### src/rtl/eul_pkg.sv
// ----------------------------------------------------------------------------
// eul_pkg
// Shared types, constants and helpers of the execute-unit latency scheduler.
// ----------------------------------------------------------------------------
`default_nettype none

package eul_pkg;

    // queue geometry
    localparam int INFLIGHT_DEPTH      = 8;
    localparam int WAITING_DEPTH       = 8;
    localparam int NUM_BLOCKING_GROUPS = 4;
    localparam int IF_IDX_W = $clog2(INFLIGHT_DEPTH);
    localparam int IF_CNT_W = $clog2(INFLIGHT_DEPTH + 1);
    localparam int WT_IDX_W = (WAITING_DEPTH > 1) ? $clog2(WAITING_DEPTH) : 1;
    localparam int WT_CNT_W = $clog2(WAITING_DEPTH + 1);
    localparam int CFG_IDX_W  = 3;
    localparam int CFG_DATA_W = 16;

    // item opcodes
    localparam logic [1:0] OP_IDLE  = 2'd0;
    localparam logic [1:0] OP_EXEC  = 2'd1;
    localparam logic [1:0] OP_PURGE = 2'd2;

    // op classes
    localparam logic [2:0] CLS_PLAIN = 3'd0;
    localparam logic [2:0] CLS_LOAD  = 3'd1;
    localparam logic [2:0] CLS_STA   = 3'd2;
    localparam logic [2:0] CLS_STD   = 3'd3;
    localparam logic [2:0] CLS_BOTH  = 3'd4;

    // completion routes
    localparam logic [1:0] ROUTE_WB    = 2'd0;
    localparam logic [1:0] ROUTE_LOAD  = 2'd1;
    localparam logic [1:0] ROUTE_STORE = 2'd2;
    localparam logic [1:0] ROUTE_EXCP  = 2'd3;

    // register indexes
    localparam logic [CFG_IDX_W-1:0] REG_PIPELINED = 3'd0;
    localparam logic [CFG_IDX_W-1:0] REG_GRP_COUNT = 3'd1;
    localparam logic [CFG_IDX_W-1:0] REG_GRP_A     = 3'd2;
    localparam logic [CFG_IDX_W-1:0] REG_GRP_B     = 3'd3;
    localparam logic [CFG_IDX_W-1:0] REG_GRP_C     = 3'd4;
    localparam logic [CFG_IDX_W-1:0] REG_GRP_D     = 3'd5;

    typedef struct packed {
        logic [1:0]  opcode;
        logic [31:0] seq_id;
        logic [7:0]  latency;
        logic [7:0]  stall_cycles;
        logic [15:0] op_group;
        logic        already_flushed;
        logic [2:0]  op_class;
        logic        is_branch;
        logic        branch_taken;
        logic        mispredicted;
        logic        has_exception;
        logic [47:0] branch_target;
    } item_t;

    typedef struct packed {
        logic        done_res;
        logic [31:0] done_seq_id;
        logic [1:0]  done_route;
        logic        done_is_branch;
        logic        done_taken;
        logic        flush_request;
        logic [47:0] flush_address;
        logic [31:0] flush_after_seq;
        logic        input_held;
        logic [31:0] branches_executed;
        logic [31:0] mispredict_total;
        logic [31:0] accepted_total;
    } result_t;

    typedef struct packed {
        logic                                 pipelined_mode;
        logic [2:0]                           group_count;
        logic [NUM_BLOCKING_GROUPS-1:0][15:0] groups;
    } cfg_t;

    // per-op bookkeeping held in the queues
    typedef struct packed {
        logic        blocking;
        logic        exception;
        logic        mispred;
        logic        taken;
        logic        branch;
        logic [2:0]  cls;
        logic [31:0] seq;
    } info_t;

    // classified op handed from front to back
    typedef struct packed {
        logic [1:0]  opcode;
        info_t       info;
        logic [7:0]  lat;
        logic [7:0]  stl;
        logic        flushed;
        logic [47:0] target;
    } op_t;

    typedef enum logic [2:0] {
        ST_IDLE,
        ST_TICK,
        ST_PURGE,
        ST_RETIRE,
        ST_START,
        ST_FIN
    } st_t;

    function automatic logic [1:0] route_of(input info_t info);
        logic [1:0] r;
        r = ROUTE_WB;
        case (info.cls)
            CLS_LOAD:                    r = ROUTE_LOAD;
            CLS_STA, CLS_STD, CLS_BOTH:  r = ROUTE_STORE;
            default:                     r = ROUTE_WB;
        endcase
        if (info.exception)
            r = ROUTE_EXCP;
        return r;
    endfunction

endpackage

`default_nettype wire

### src/rtl/eul_front.sv
// ----------------------------------------------------------------------------
// eul_front
// Takes an item, clamps its timing, matches its group against the blocking
// registers and parks it in a one-entry queue for the back end.
// ----------------------------------------------------------------------------
`default_nettype none

module eul_front
    import eul_pkg::*;
(
    input  wire logic  clk,
    input  wire logic  rst_n,
    input  wire logic  start,
    input  wire item_t item,
    input  wire cfg_t  cfg,
    input  wire logic  take,
    output logic       op_valid,
    output op_t        op
);

    logic       valid_reg;
    op_t        op_reg;
    op_t        op_next;
    logic [2:0] n_active;
    logic       blk;
    logic       accept;

    assign accept = start && !valid_reg;

    // blocking group match
    always_comb
    begin
        n_active = (cfg.group_count > 3'(NUM_BLOCKING_GROUPS))
                   ? 3'(NUM_BLOCKING_GROUPS) : cfg.group_count;
        blk = 1'b0;
        for (int i = 0; i < NUM_BLOCKING_GROUPS; i++)
        begin
            if ((3'(i) < n_active) && (cfg.groups[i] == item.op_group))
                blk = 1'b1;
        end
    end

    // classified op
    always_comb
    begin
        op_next.opcode         = item.opcode;
        op_next.info.blocking  = blk;
        op_next.info.exception = item.has_exception;
        op_next.info.mispred   = item.mispredicted;
        op_next.info.taken     = item.branch_taken;
        op_next.info.branch    = item.is_branch;
        op_next.info.cls       = item.op_class;
        op_next.info.seq       = item.seq_id;
        op_next.lat            = (item.latency == 8'd0) ? 8'd1 : item.latency;
        op_next.stl            = (item.stall_cycles == 8'd0) ? 8'd1 : item.stall_cycles;
        op_next.flushed        = item.already_flushed;
        op_next.target         = item.branch_target;
    end

    // queue valid flag
    always_ff @(posedge clk or negedge rst_n)
    begin
        if (!rst_n)
            valid_reg <= 1'b0;
        else if (accept)
            valid_reg <= 1'b1;
        else if (take)
            valid_reg <= 1'b0;
    end

    // queue payload
    always_ff @(posedge clk)
    begin
        if (accept)
            op_reg <= op_next;
    end

    assign op_valid = valid_reg;
    assign op       = op_reg;

endmodule

`default_nettype wire

### config.mk
export PLATFORM = sky130hd
export DESIGN_NAME = eul_front
export DESIGN_NICKNAME = d
export VERILOG_FILES = /design/src/rtl/eul_pkg.sv /design/src/rtl/eul_front.sv
export SDC_FILE = /design/constraint.sdc
export NUM_CORES = 1
export LEC_CHECK = 0
export ABC_AREA = 1
export BUFFER_PORTS_ARGS = -buffer_cell sky130_fd_sc_hd__buf_2
export CAP_MARGIN = 0
export CORE_MARGIN = 8
export CORE_UTILIZATION = 42
export CTS_CLUSTER_DIAMETER = 80
export DETAILED_ROUTE_END_ITERATION = 8
export PLACE_DENSITY = 0.89
export SLEW_MARGIN = 20
export SYNTH_ARGS = -nofsm -noshare
export SYNTH_HDL_FRONTEND = slang
export SYNTH_SLANG_ARGS = --single-unit
### constraint.sdc
create_clock -name clk -period 3.3 [get_ports clk]
set_clock_uncertainty 0.05 [all_clocks]
set_input_delay 0.165 -clock clk [delete_from_list [all_inputs] [get_ports clk]]
set_output_delay 0.165 -clock clk [all_outputs]
set_load 0.02 [all_outputs]
==> impl_metrics.ini <==
[setup_path]
cp_max_fo = 59
start_kind = flop
required_ns = 3.30
crit_type = flop to flop
arrival_ns = 1.90
cp-end-kind = flop

[sta]
finalHoldViolCount = 0
fin_crit_ns = 1.89
hold_ws_ns = 0.0725
worst_pin_slew_ns = 0.702
rsz0062_at_grt = no
finalSetupViolCount = 0
fin_crit_sh = 0.574
maxSlewViolCount = 0
fin_setup_tns_ns = 0
slew_headroom = 0.532
fmax_mhz = 528

[synth]
synth_cell_types = 19
syn_inst = 400
ys_seq_area_frac = 0.724
syn-num-nets = 594
synth_edf_count = 107
syn_area_um2 = 4470
yosysWarnings = 0
synth-async-reset-ratio = 0.00926
ys_ff_latch = 108
synth.avg_cell_area_um2 = 11.2
synthFlopType = edfxtp_1

[drt]
finalWirelength_um = 18900
vias = 4437
drt_iter0_markers = 425
drtPass1Iterations = 5
wl_met1_um = 6180
met2RoutedLength_um = 9730
highest_layer = met4
wl_per_cell_um = 19.9
routed_via_density = 4.68
drc = 0
dr_wl_met3_um = 1980
drtAntennaViolNets = 0

[grt]
grt_usage = 0.260
gr-total-overflow = 0
antenna_found_initial = 1
grt_max_degree = 60
grt_pass1_vias = 4622
grt_pass1_wl_um = 27800

[cells_and_area]
drive_gt1_frac = 0.411
finalInstanceArea_um2 = 7410
fill_cells = 711
instances_no_fill = 949
fin_nets = 1001
largest_reg_flops = 107
layout_commonest_cell = buf_2
area_delta_synth_final_pct = 65.7
final_cell_mix = buf_2 (300), nand2_1 (140), dlygate4sd3_1 (108)
fin_util = 0.718

[cts]
numCtsBuffers = 9
cts_resized = 0
cts.htree.levels = 3
worstSkewPairLatency_ns = 0.37
cts_tree = built
max-clock-path-buffers = 2
cts_root_buf = clkbuf_8
path_clk_slew_ns = 0.12
cts_num_sinks = 108

[die]
rows = 37
start_util = 0.433
io_pins = 302
dieArea_um2 = 14200
fp.dieW_um = 119
die_h_um = 119
core_area_um2 = 10300

[pwr]
ir_drop_uv = 279
powerDensity_nw_per_um2 = 424
p_leak_nw = 3.62

[placed_design]
dp.cells = 824
dp_hpwl_um = 13500
place.port_buffers = 300
place_congestion = 0.913
place_area_um2 = 6110

[worst_hold_path]
hp-class = input pin to asynchronous set/reset pin

[job]
max-cap-violations = 0

[run_status]
run_status = finished, final reports clean
-- worst max-delay path, cell delays in order (launching register included) --
cell,delay [ns]
dfrtp_1,0.41
inv_1,0.07
nand2_1,0.10
inv_4,0.53
buf_4,0.38
-- stage by stage --
step	setup slack, ns	total power, W
after detailed placement	1.45	0.00223
after floorplan	0.136	0.00195
after global placement	1.49	0.00220
after CTS	1.43	0.00313
final	1.41	0.00314
after global routing	1.31	0.00327
-- Yosys cell counts (3+ instances only) --
| cell | n | area, um2 |
|---|---|---|
| nand2_1 | 140 | 526 |
| o21ai_1 | 3 | 15.0 |
| edfxtp_1 | 107 | 3210 |
| nor3_1 | 6 | 30.0 |
| o21ai_0 | 5 | 25.0 |
| xor2_1 | 12 | 105 |
| inv_2 | 13 | 48.8 |
| inv_1 | 48 | 180 |
| nor2_1 | 32 | 120 |
| xnor2_1 | 6 | 52.6 |
| clkbuf_1 | 14 | 52.6 |
| nand3_1 | 4 | 20.0 |
-- logic make-up after synthesis --
family / Yosys count / synth area share
xor+xnor: 18 / 0.0353
simple gates: 185 / 0.160
flops: 108 / 0.724
buf+inv: 76 / 0.0641
compound gates: 13 / 0.0168
-- power breakdown --
| group | total, W | internal (W) | switching (W) | leakage [nW] |
|---|---|---|---|---|
| logic | 0.000659 | 0.000275 | 0.000384 | 2.50 |
| clock network | 0.000822 | 0.000311 | 0.000511 | 0.106 |
| registers | 0.00166 | 0.00163 | 0.0000327 | 1.02 |
| total | 0.00314 | 0.00222 | 0.000928 | 3.62 |
-- worst paths after layout --
path / start / end / slack (ns) / depth (start not counted)
worst max register to register: op_valid / op[68] / 1.41 / 4
worst min register to register: op_valid / op_valid / 0.59 / 2
min in group clk: start / op_valid / 0.10 / 3
worst min-delay path: rst_n / op_valid / 0.07 / 2
max in group asynchronous: rst_n / op_valid / 3.04 / 2
worst max-delay path: op_valid / op[68] / 1.41 / 4
-- per-layer routing --
| layer | vias to the layer above | global-route usage |
|---|---|---|
| li1 | 2086 | - |
| met2 | 308 | 0.466 |
| met1 | 1997 | 0.263 |
| met4 | 0 | 0.138 |
| met5 | - | 0 |
| met3 | 46 | 0.0850 |
-- final cells by class --
cell class	count	area (um2)	share of cell area
sequential	108	3240	0.437
timing repair buffer	411	2610	0.352
multi-input combinational	216	947	0.128
inverter	61	231	0.0312
tap	136	170	0.0230
clock buffer	9	124	0.0167
clock inverter	7	91.3	0.0123
antenna	1	2.50	0.000338
-- timing repair --
item / in CTS / in global routing
hold endpoints to repair: 108 / 0
hold buffers: 108 / 0
setup buffers: 0 / 0
Power figures use the tool's default switching activity.
